**src/sv/vmsz_pkg.sv**
```systemverilog
// Package for the voxel statistics engine: opcodes, widths and the store request struct.
// No dependencies.
`default_nettype none
package vmsz_pkg;
  typedef enum logic [1:0] {
    OP_CLEAR = 2'd0,
    OP_ACCUM = 2'd1,
    OP_FINAL = 2'd2,
    OP_SCORE = 2'd3
  } op_e;

  localparam int unsigned SUM_W = 32;
  localparam int unsigned SQ_W  = 56;
  localparam int unsigned VAL_W = 24;
  localparam int unsigned VOX_W = 16;
  localparam int unsigned CFG_W = 9;

  typedef struct packed {
    logic              start;
    logic [VOX_W-1:0]  index;
    logic              wr;
    logic [SUM_W-1:0]  sum_wdata;
    logic [SQ_W-1:0]   sq_wdata;
  } mem_req_t;
endpackage
`default_nettype wire

```
**src/sv/vmsz_core.sv**
```systemverilog
// Sequencer: read-modify-write of one voxel, with serial divide and square root.
// Depends on vmsz_pkg; drives vmsz_store requests.
`default_nettype none
module vmsz_core #(
  parameter int unsigned VOXEL_COUNT = 65536,
  parameter int unsigned MAX_MAPS    = 256
) (
  input  wire logic                          clk_i,
  input  wire logic                          rst_ni,
  input  wire logic                          start_i,
  input  wire logic [1:0]                    opcode_i,
  input  wire logic [vmsz_pkg::VOX_W-1:0]    voxel_index_i,
  input  wire logic signed [vmsz_pkg::VAL_W-1:0] sample_value_i,
  input  wire logic [vmsz_pkg::CFG_W-1:0]    n_maps_i,
  input  wire logic                          clr_busy_i,
  input  wire logic [vmsz_pkg::SUM_W-1:0]    sum_rdata_i,
  input  wire logic [vmsz_pkg::SQ_W-1:0]     sq_rdata_i,
  output vmsz_pkg::mem_req_t                 req_o,
  output logic                               busy_o,
  output logic                               done_o,
  output logic [vmsz_pkg::VOX_W-1:0]         voxel_echo_o,
  output logic [vmsz_pkg::VAL_W-1:0]         zscore_o,
  output logic signed [vmsz_pkg::VAL_W-1:0]  mean_value_o,
  output logic [vmsz_pkg::VAL_W-1:0]         deviation_o,
  output logic                               saturated_o
);
  typedef enum logic [3:0] {
    S_IDLE, S_READ, S_EVAL, S_DIVM, S_MSQ, S_SQ, S_VAR, S_SQRT, S_FIN,
    S_ZDIV, S_DONE
  } state_e;

  localparam int unsigned NW = (MAX_MAPS > 1) ? $clog2(MAX_MAPS + 1) : 1;
  localparam logic [vmsz_pkg::CFG_W+NW-1:0] MAXN = (vmsz_pkg::CFG_W+NW)'(MAX_MAPS);

  state_e state_q;
  logic [1:0]  op_q;
  logic [vmsz_pkg::VOX_W-1:0] idx_q;
  logic signed [vmsz_pkg::VAL_W-1:0] smp_q;
  logic [vmsz_pkg::CFG_W+NW-1:0] n_q;
  logic [63:0] rem_q, quo_q, dvd_q, dvs_q;
  logic [6:0]  cnt_q;
  logic        neg_q;
  logic signed [vmsz_pkg::VAL_W-1:0] mean_q;
  logic [vmsz_pkg::VAL_W-1:0] dev_q, z_q;
  logic [55:0] msq_q;
  logic [47:0] msqm_q;
  logic        sat_q, wr_q;
  logic [vmsz_pkg::SUM_W-1:0] sumw_q;
  logic [vmsz_pkg::SQ_W-1:0]  sqw_q;

  logic in_range;
  logic signed [33:0] acc_s;
  logic [56:0] acc_q;
  logic signed [47:0] sq_prod;
  logic [64:0] trial;
  logic [63:0] rem_sh;
  logic [64:0] sq_trial;
  logic signed [32:0] diff;

  assign in_range = ({8'd0, idx_q} < 24'(VOXEL_COUNT)) || (VOXEL_COUNT > 65535);
  assign busy_o = (state_q != S_IDLE) || clr_busy_i;
  assign sq_prod = smp_q * smp_q;
  assign acc_s = 34'(signed'(sum_rdata_i)) + 34'(smp_q);
  assign acc_q = {1'b0, sq_rdata_i} + 57'(unsigned'(sq_prod));
  assign rem_sh = {rem_q[62:0], dvd_q[63]};
  assign trial = {1'b0, rem_sh} - {1'b0, dvs_q};
  assign sq_trial = {1'b0, rem_q} - {1'b0, (quo_q | dvs_q)};
  assign diff = 33'(smp_q) - 33'(mean_q);

  assign req_o.start     = start_i && !busy_o;
  assign req_o.index     = (state_q == S_IDLE) ? voxel_index_i : idx_q;
  assign req_o.wr        = wr_q;
  assign req_o.sum_wdata = sumw_q;
  assign req_o.sq_wdata  = sqw_q;

  always_ff @(posedge clk_i or negedge rst_ni) begin
    if (!rst_ni) begin
      state_q <= S_IDLE;
      done_o  <= 1'b0;
      wr_q    <= 1'b0;
    end else begin
      done_o <= 1'b0;
      wr_q   <= 1'b0;
      case (state_q)
        S_IDLE: begin
          if (req_o.start) begin
            op_q  <= opcode_i;
            idx_q <= voxel_index_i;
            smp_q <= sample_value_i;
            n_q   <= (n_maps_i == '0) ? (vmsz_pkg::CFG_W+NW)'(1) :
                     (({{NW{1'b0}}, n_maps_i} > MAXN) ? MAXN :
                      {{NW{1'b0}}, n_maps_i});
            state_q <= S_READ;
          end
        end
        S_READ: state_q <= S_EVAL;
        S_EVAL: begin
          mean_q <= '0; dev_q <= '0; z_q <= '0; sat_q <= 1'b0;
          if (!in_range) begin
            state_q <= S_DONE;
          end else begin
            case (op_q)
              vmsz_pkg::OP_CLEAR: begin
                sumw_q <= '0; sqw_q <= '0; wr_q <= 1'b1; state_q <= S_DONE;
              end
              vmsz_pkg::OP_ACCUM: begin
                sumw_q <= (acc_s > 34'sh07FFFFFFF) ? 32'h7FFFFFFF :
                          (acc_s < -34'sh080000000) ? 32'h80000000 : acc_s[31:0];
                sqw_q  <= acc_q[56] ? {56{1'b1}} : acc_q[55:0];
                sat_q  <= acc_q[56] || (acc_s > 34'sh07FFFFFFF) ||
                          (acc_s < -34'sh080000000);
                wr_q   <= 1'b1;
                state_q <= S_DONE;
              end
              vmsz_pkg::OP_FINAL: begin
                neg_q <= sum_rdata_i[31];
                dvd_q <= {32'd0, sum_rdata_i[31] ? (~sum_rdata_i + 1'b1) : sum_rdata_i};
                msq_q <= sq_rdata_i;
                dvs_q <= 64'(n_q);
                rem_q <= '0; quo_q <= '0; cnt_q <= 7'd64;
                state_q <= S_DIVM;
              end
              default: begin
                if ($signed(sum_rdata_i) > 32'sd8388607) begin
                  mean_q <= 24'sd8388607; sat_q <= 1'b1;
                end else if ($signed(sum_rdata_i) < -32'sd8388608) begin
                  mean_q <= -24'sd8388608; sat_q <= 1'b1;
                end else begin
                  mean_q <= sum_rdata_i[23:0];
                end
                if (sq_rdata_i[55:24] != '0) begin
                  dev_q <= '1; sat_q <= 1'b1;
                end else begin
                  dev_q <= sq_rdata_i[23:0];
                end
                state_q <= S_FIN;
              end
            endcase
          end
        end
        S_DIVM, S_MSQ, S_ZDIV: begin
          if (cnt_q != '0) begin
            dvd_q <= {dvd_q[62:0], 1'b0};
            if (!trial[64]) begin
              rem_q <= trial[63:0]; quo_q <= {quo_q[62:0], 1'b1};
            end else begin
              rem_q <= rem_sh; quo_q <= {quo_q[62:0], 1'b0};
            end
            cnt_q <= cnt_q - 1'b1;
          end else if (state_q == S_DIVM) begin
            if (!neg_q && quo_q > 64'd8388607) begin
              mean_q <= 24'sd8388607; sat_q <= 1'b1;
            end else if (neg_q && quo_q > 64'd8388608) begin
              mean_q <= -24'sd8388608; sat_q <= 1'b1;
            end else begin
              mean_q <= neg_q ? (~quo_q[23:0] + 1'b1) : quo_q[23:0];
            end
            dvd_q <= {8'd0, msq_q};
            rem_q <= '0; quo_q <= '0; cnt_q <= 7'd64;
            state_q <= S_MSQ;
          end else if (state_q == S_MSQ) begin
            msq_q <= quo_q[55:0];
            state_q <= S_SQ;
          end else begin
            if (quo_q > 64'hFFFFFF) begin
              z_q <= '1; sat_q <= 1'b1;
            end else begin
              z_q <= quo_q[23:0];
            end
            state_q <= S_DONE;
          end
        end
        S_SQ: begin
          msqm_q <= unsigned'(48'(mean_q) * 48'(mean_q));
          state_q <= S_VAR;
        end
        S_VAR: begin
          rem_q <= (msq_q > {8'd0, msqm_q}) ? 64'(msq_q - {8'd0, msqm_q}) : '0;
          quo_q <= '0;
          dvs_q <= 64'h4000000000000000;
          state_q <= S_SQRT;
        end
        S_SQRT: begin
          if (dvs_q != '0) begin
            if (!sq_trial[64]) begin
              rem_q <= sq_trial[63:0];
              quo_q <= (quo_q >> 1) | dvs_q;
            end else begin
              quo_q <= quo_q >> 1;
            end
            dvs_q <= dvs_q >> 2;
          end else begin
            if (quo_q > 64'hFFFFFF) begin
              dev_q <= '1; sat_q <= 1'b1;
            end else begin
              dev_q <= quo_q[23:0];
              if (quo_q == '0) sat_q <= 1'b1;
            end
            sumw_q <= 32'(mean_q);
            sqw_q  <= (quo_q > 64'hFFFFFF) ? 56'hFFFFFF : 56'(quo_q[23:0]);
            wr_q   <= 1'b1;
            state_q <= S_DONE;
          end
        end
        S_FIN: begin
          if (dev_q == '0) begin
            sat_q <= 1'b1;
            z_q <= (diff > 0) ? '1 : '0;
            state_q <= S_DONE;
          end else if (diff > 0) begin
            dvd_q <= {15'd0, diff[32:0], 16'd0};
            dvs_q <= 64'(dev_q);
            rem_q <= '0; quo_q <= '0; cnt_q <= 7'd64;
            state_q <= S_ZDIV;
          end else begin
            state_q <= S_DONE;
          end
        end
        S_DONE: begin
          done_o       <= 1'b1;
          voxel_echo_o <= idx_q;
          zscore_o     <= z_q;
          mean_value_o <= mean_q;
          deviation_o  <= dev_q;
          saturated_o  <= sat_q;
          state_q      <= S_IDLE;
        end
        default: state_q <= S_IDLE;
      endcase
    end
  end

`ifndef NO_ASSERTIONS
  a_done_one: assert property (@(posedge clk_i) disable iff (!rst_ni)
    done_o |=> !done_o) else $error("result strobe longer than a beat");
  a_wr_busy: assert property (@(posedge clk_i) disable iff (!rst_ni)
    wr_q |-> busy_o) else $error("write while idle");
  a_done_idle: assert property (@(posedge clk_i) disable iff (!rst_ni)
    done_o |-> $past(state_q == S_DONE)) else $error("stray result");
`endif
endmodule
`default_nettype wire

```
**config.mk**
```make
export PLATFORM = sky130hd
export DESIGN_NAME = vmsz_core
export DESIGN_NICKNAME = d
export VERILOG_FILES = /design/src/sv/vmsz_pkg.sv /design/src/sv/vmsz_core.sv
export SDC_FILE = /design/constraint.sdc
export NUM_CORES = 2
export LEC_CHECK = 0
export BUFFER_PORTS_ARGS = -buffer_cell sky130_fd_sc_hd__buf_2
export CAP_MARGIN = 30
export CORE_UTILIZATION = 60
export DETAILED_ROUTE_END_ITERATION = 7
export GPL_TIMING_DRIVEN = 0
export PLACE_DENSITY = 0.81
export SYNTH_ARGS = -nofsm -noshare
export SYNTH_HDL_FRONTEND = slang
export SYNTH_SLANG_ARGS = --single-unit
```
**constraint.sdc**
```tcl
create_clock -name clk_i -period 12.3 [get_ports clk_i]
set_input_delay 1.23 -clock clk_i [delete_from_list [all_inputs] [get_ports clk_i]]
set_output_delay 1.23 -clock clk_i [all_outputs]
set_load 0.005 [all_outputs]
```
Word-level counts from Yosys, hierarchy flattened
Cells that the tools add are included.

Input bits: 143. Word-level logic and storage cells: 224. Register bits: 684. Output and inout bits: 197.

$add $sub $neg: 9. Order comparisons: 10. Mux-type cells: 98. $mul: 2. Bitwise logic cells: 4. Eq/ne operators: 31. Reductions and logical operators: 43.

Operator list (number): $mux W64 (21); $pmux W64 S5 (2); $mux W24 (18); $mux W56 (6); $pmux W56 S2 (3); $pmux W64 S4 (1); $pmux W64 S3 (1); $sub A64 B64 Y65 (2); $gt A64 B24 Y1 const B (2); $mux W32 (4); $pmux W32 S2 (2); $mul A24 B24 Y48 (2); $pmux W24 S2 (2); $pmux W24 S3 (1); $gt A64 B23 Y1 const B (1); $logic_not A64 Y1 (1); $or A63 B64 Y64 (1); $or A64 B64 Y64 (1); $reduce_bool A64 Y1 (1); $add A56 B48 Y57 (1); $sub A56 B48 Y57 (1); $gt A56 B48 Y1 (1); $mux W7 (5); $add A32 B24 Y33 (1); other kinds (53) (116).

Longest topological paths before layout
Word-level depth: 8. Mapped depth: 41. Gate-level depth less buffers: 39.

Least setup slack after synthesis
No wires, ideal clock.

Kind: register to register. From: register cnt_q[0]. To: register msq_q[0], enable pin. Period minus slack after synthesis: 11.132 ns. Buffers on the path: 1. Data arrival time: 10.362 ns. Data required time: 11.529 ns. Setup slack: 1.168 ns. Library setup time: 0.771 ns. Stages on the path, launching flop included: 9. Cells stage by stage: edfxtp_1 -> inv_1 -> ha_1 -> nand2b_1 -> or4_1 -> nor2_1 -> clkbuf_1 -> nand3b_1 -> a2111oi_0.

Cells in the longest elaborated chain, start to end: 3.

RTL lines: start: declaration (line vmsz_core.sv:41) `logic [6:0] cnt_q;`; start signal: assignment (line vmsz_core.sv:149) `cnt_q <= cnt_q - 1'b1;`; $reduce_bool A7 Y1 (line vmsz_core.sv:142) `if (cnt_q != '0) begin`; $ne A2 B2 Y1 (no line); $reduce_and A6 Y1 (no line); end signal: assignment (line vmsz_core.sv:118) `msq_q <= sq_rdata_i;`; end signal: assignment (line vmsz_core.sv:162) `msq_q <= quo_q[55:0];`; end: declaration (line vmsz_core.sv:45) `logic [55:0] msq_q;`.

Every way passes these cells. A chain may end at the register's enable or synchronous reset.

Worst setup path after layout
From: register smp_q[21] in the netlist's numbering. To: register sqw_q[12] in the netlist's numbering, data pin.

Cells in the longest elaborated chain, start to end: 5.

RTL lines: start: declaration (line vmsz_core.sv:38) `logic signed [vmsz_pkg::VAL_W-1:0] smp_q;`; start signal: assignment (line vmsz_core.sv:89) `smp_q <= sample_value_i;`; $mul A24 B24 Y48 (line vmsz_core.sv:62) `assign sq_prod = smp_q * smp_q;`; $add A56 B48 Y57 (line vmsz_core.sv:64) `assign acc_q = {1'b0, sq_rdata_i} + 57'(unsigned'(sq_prod));`; $mux W56 (line vmsz_core.sv:109) `sqw_q <= acc_q[56] ? {56{1'b1}} : acc_q[55:0];`; $pmux W56 S2 (line vmsz_core.sv:102) `case (op_q)`; $pmux W56 S2 (line vmsz_core.sv:84) `case (state_q)`; end signal: assignment (line vmsz_core.sv:109); end signal: assignment (line vmsz_core.sv:200) `sqw_q <= (quo_q > 64'hFFFFFF) ? 56'hFFFFFF : 56'(quo_q[23:0]);`; end: declaration (line vmsz_core.sv:49) `logic [vmsz_pkg::SQ_W-1:0] sqw_q;`.

Every way passes these cells.

==> results.json <==
{
  "outcome": "finished, violations left",
  "violations": "design-rule violations",
  "r2r_cells": 33,
  "core_area_mm2": 0.134,
  "start_util_pct": 60.8,
  "period_minus_slack_ns": 12.06,
  "hold_viol": 0,
  "final-setup-viol-count": 0,
  "gp_congestion": 1.10,
  "rsz0062_at_grt": "false",
  "cpPeakStageDelay_ns": 0.69,
  "ys.flop_type": "edfxtp_1",
  "synth_fp_nets": 10400,
  "die_width_um": 371,
  "die_area_mm2": 0.137,
  "critPathLaunchType": "flop",
  "maxSlewViolCount": 0,
  "critPathArrivalTime_ns": 12.59,
  "hold_slack_ns": 0.420,
  "hold_path.class": "in -> async",
  "busiest_layer": "met2",
  "htreeDepth": 3,
  "synth_seq_area_share_pct": 24.1,
  "timing_worst_slew_pin_value_ns": 1.18,
  "worst_skew_pair.late_latency_ns": 0.74,
  "hpwl_um": 259000,
  "ys_warn_count": 0,
  "die_h_um": 371,
  "crit_top_cell": "fa_1",
  "ant_nets": 0,
  "totalWireLength_um": 315000,
  "grt_max_degree": 57,
  "min_period_over_period_pct": 98.0,
  "crit_slowest_cell": "edfxtp_1",
  "cts_tree": "built",
  "drt_iter0_markers": 8947,
  "final_util_pct": 66.6,
  "fmax_mhz": 82.9,
  "ioPinCount": 340,
  "grt_pass1_vias": 68900,
  "netlist_instances": 8548,
  "cp-end-kind": "flop",
  "skew_ns": 0.0696,
  "fill_cells": 10900,
  "max-cap-violations": 0,
  "ys_ff_latch": 654,
  "netlist_area_mm2": 0.0815,
  "grt_usage_pct": 45.9,
  "synthArstFlopShare_pct": 0.917,
  "maxSlewHeadroom_pct": 21.3,
  "critical_path_required_ns": 12.83,
  "syn_to_final_growth_pct": 9.53,
  "use_met2_pct": 67.6,
  "placedCellCount": 10700,
  "stdcell_count": 10900,
  "vias": 69800,
  "r2r-end": "sqw_q[12]$_DFFE_PP_",
  "std_cell_rows": 134,
  "reg2reg_from": "smp_q[21]$_DFFE_PP_",
  "syn_avg_cell_area_um2": 9.53,
  "numPortBuffers": 339,
  "clk_pin_slew_worst_paths_ns": 0.06,
  "drive_gt1_share_pct": 7.50,
  "synth_edf_count": 648,
  "use_met1_pct": 56.4,
  "ys_types": 95,
  "numCtsBuffers": 79,
  "drc": 12,
  "routedWlPerCell_um": 28.8,
  "cts_root_buf": "clkbuf_16",
  "crit_fanout": 10,
  "via_per_inst": 6.38,
  "cts_hold_buffers": 0,
  "layout.nets": 10900,
  "clock-sinks": 654,
  "grt_util_met3_pct": 15.4,
  "overflow": 0,
  "cts.path.max_buffers": 3,
  "crit_type": "reg -> reg",
  "antenna_found_initial": 54,
  "grt_pass1_wl_um": 451000,
  "r2r_slack_ns": 0.24,
  "firstDrtPassIters": 8
}
[Yosys cell counts, types with 52 or more instances]
cell type | count | area share (%)
a21o_1 | 185 | 1.7
a21oi_1 | 405 | 2.5
a22oi_1 | 63 | 0.58
a31oi_1 | 57 | 0.44
and2_1 | 132 | 1.0
clkbuf_1 | 326 | 1.5
edfxtp_1 | 648 | 24
fa_1 | 1118 | 27
ha_1 | 561 | 8.6
inv_1 | 1500 | 6.9
nand2_1 | 911 | 4.2
nand2b_1 | 52 | 0.40
nand3_1 | 96 | 0.59
nand4_1 | 76 | 0.58
nor2_1 | 535 | 2.5
nor2b_1 | 52 | 0.40
nor3_1 | 60 | 0.37
nor4_1 | 56 | 0.43
o21a_1 | 53 | 0.49
o21ai_0 | 369 | 2.3
o221ai_1 | 81 | 0.87
o22ai_1 | 62 | 0.48
o31ai_1 | 60 | 0.55
xnor2_1 | 258 | 2.8
xor2_1 | 180 | 1.9
[how the worst max path moves through the flow]
stage / start / to / slack [ns]
2_1_floorplan: cnt_q[0]$_SDFFCE_PN0P_ / msq_q[0]$_DFFE_PP_ / 1.17
3_3_place_gp: mean_q[17]$_DFFE_PP_ / rem_q[53]$_DFFE_PP_ / -5.26
3_5_place_dp: smp_q[9]$_DFFE_PP_ / sqw_q[12]$_DFFE_PP_ / -0.14
4_1_cts: smp_q[9]$_DFFE_PP_ / sqw_q[46]$_SDFFCE_PP0P_ / 0.02
5_1_grt: smp_q[23]$_DFFE_PP_ / sqw_q[35]$_SDFFCE_PP0P_ / 0.01
6_report: smp_q[21]$_DFFE_PP_ / sqw_q[12]$_DFFE_PP_ / 0.24
[timing repair]
action / CTS / global route
setup buffers: 1 / 14
setup endpoints to repair: 22 / 56
resized for setup: 2 / 41
[cells by family (layout without fill, tap and decap cells)]
logic type	Yosys count	count (layout)	share of synthesized area [%]
adder cells (fa/ha/maj)	1679	1679	36.1
AND/OR/NAND/NOR	2133	2133	11.9
buffers and inverters	1871	2451	8.68
flip-flops	654	654	24.1
AO/OA/AOI/OAI	1704	1704	13.7
other	0	29	0
XOR/XNOR	438	438	4.71
multiplexers	69	69	0.875
[metal layers]
layer | vias up | routed length (um)
li1 | 29600 | -
met1 | 34100 | 109000
met2 | 4735 | 135000
met3 | 1271 | 42500
met4 | 54 | 27500
met5 | - | 353
[placed cells by master (no fill, tap or decap), drive strengths merged, types with 52 or more instances in the layout]
cell type	synthesis	layout
o22ai	62	62
xnor2	258	258
nor3	61	61
nand3	96	96
edfxtp	648	648
a22oi	63	63
nand2b	54	54
o21a	53	53
xor2	180	180
nand2	911	911
ha	561	561
a31oi	58	58
nor4	59	59
a21o	185	185
a21oi	405	405
fa	1118	1118
clkbuf	326	413
o31ai	61	61
nand4	76	76
o221ai	81	81
nor2	535	535
buf	40	477
and2	132	132
nor2b	52	52
o21ai	375	375
inv	1502	1506
[registers in the layout (all words and copies together) (netlist names), 24 cells and up]
| name | flops |
|---|---|
| dvs_q | 44 |
| msq_q | 56 |
| z_q | 24 |
| sqw_q | 56 |
| smp_q | 24 |
| zscore_o | 24 |
| dvd_q | 64 |
| msqm_q | 47 |
| deviation_o | 24 |
| mean_value_o | 24 |
| mean_q | 24 |
| dev_q | 24 |
| rem_q | 64 |
| sumw_q | 32 |
| quo_q | 64 |
[area by class of cell]
type / instances / area, um2 / share of cell area, %
sequential: 654 / 19600 / 22.0
clock buffer: 87 / 2030 / 2.27
tap: 1768 / 2210 / 2.48
buffer: 366 / 1450 / 1.63
timing repair buffer: 438 / 2820 / 3.16
inverter: 1505 / 5650 / 6.33
multi-input combinational: 6023 / 54900 / 61.5
antenna: 29 / 72.6 / 0.0813
clock inverter: 55 / 534 / 0.599
[through the flow]
stage	instance area, um2	setup TNS, ns	setup slack [ns]
after floorplan	81500	0	1.17
after global placement	85400	-684.79	-5.26
after detailed placement	86400	-0.546	-0.137
after CTS	89000	0	0.0166
after global routing	89200	0	0.0127
final	89300	0	0.244
[critical path: cells and delay by family (launching register included)]
kind	cells	cell delay, ns
adders and majority gates	9	4.58
and+or+nand+nor	9	2.17
DFF	1	0.69
AOI/OAI and AO/OA	9	2.53
buffers and inverters	6	1.89
Power is left out: the tool's default activity adds up to more than one toggle a clock period on the data nets, which glitch-free logic cannot reach.
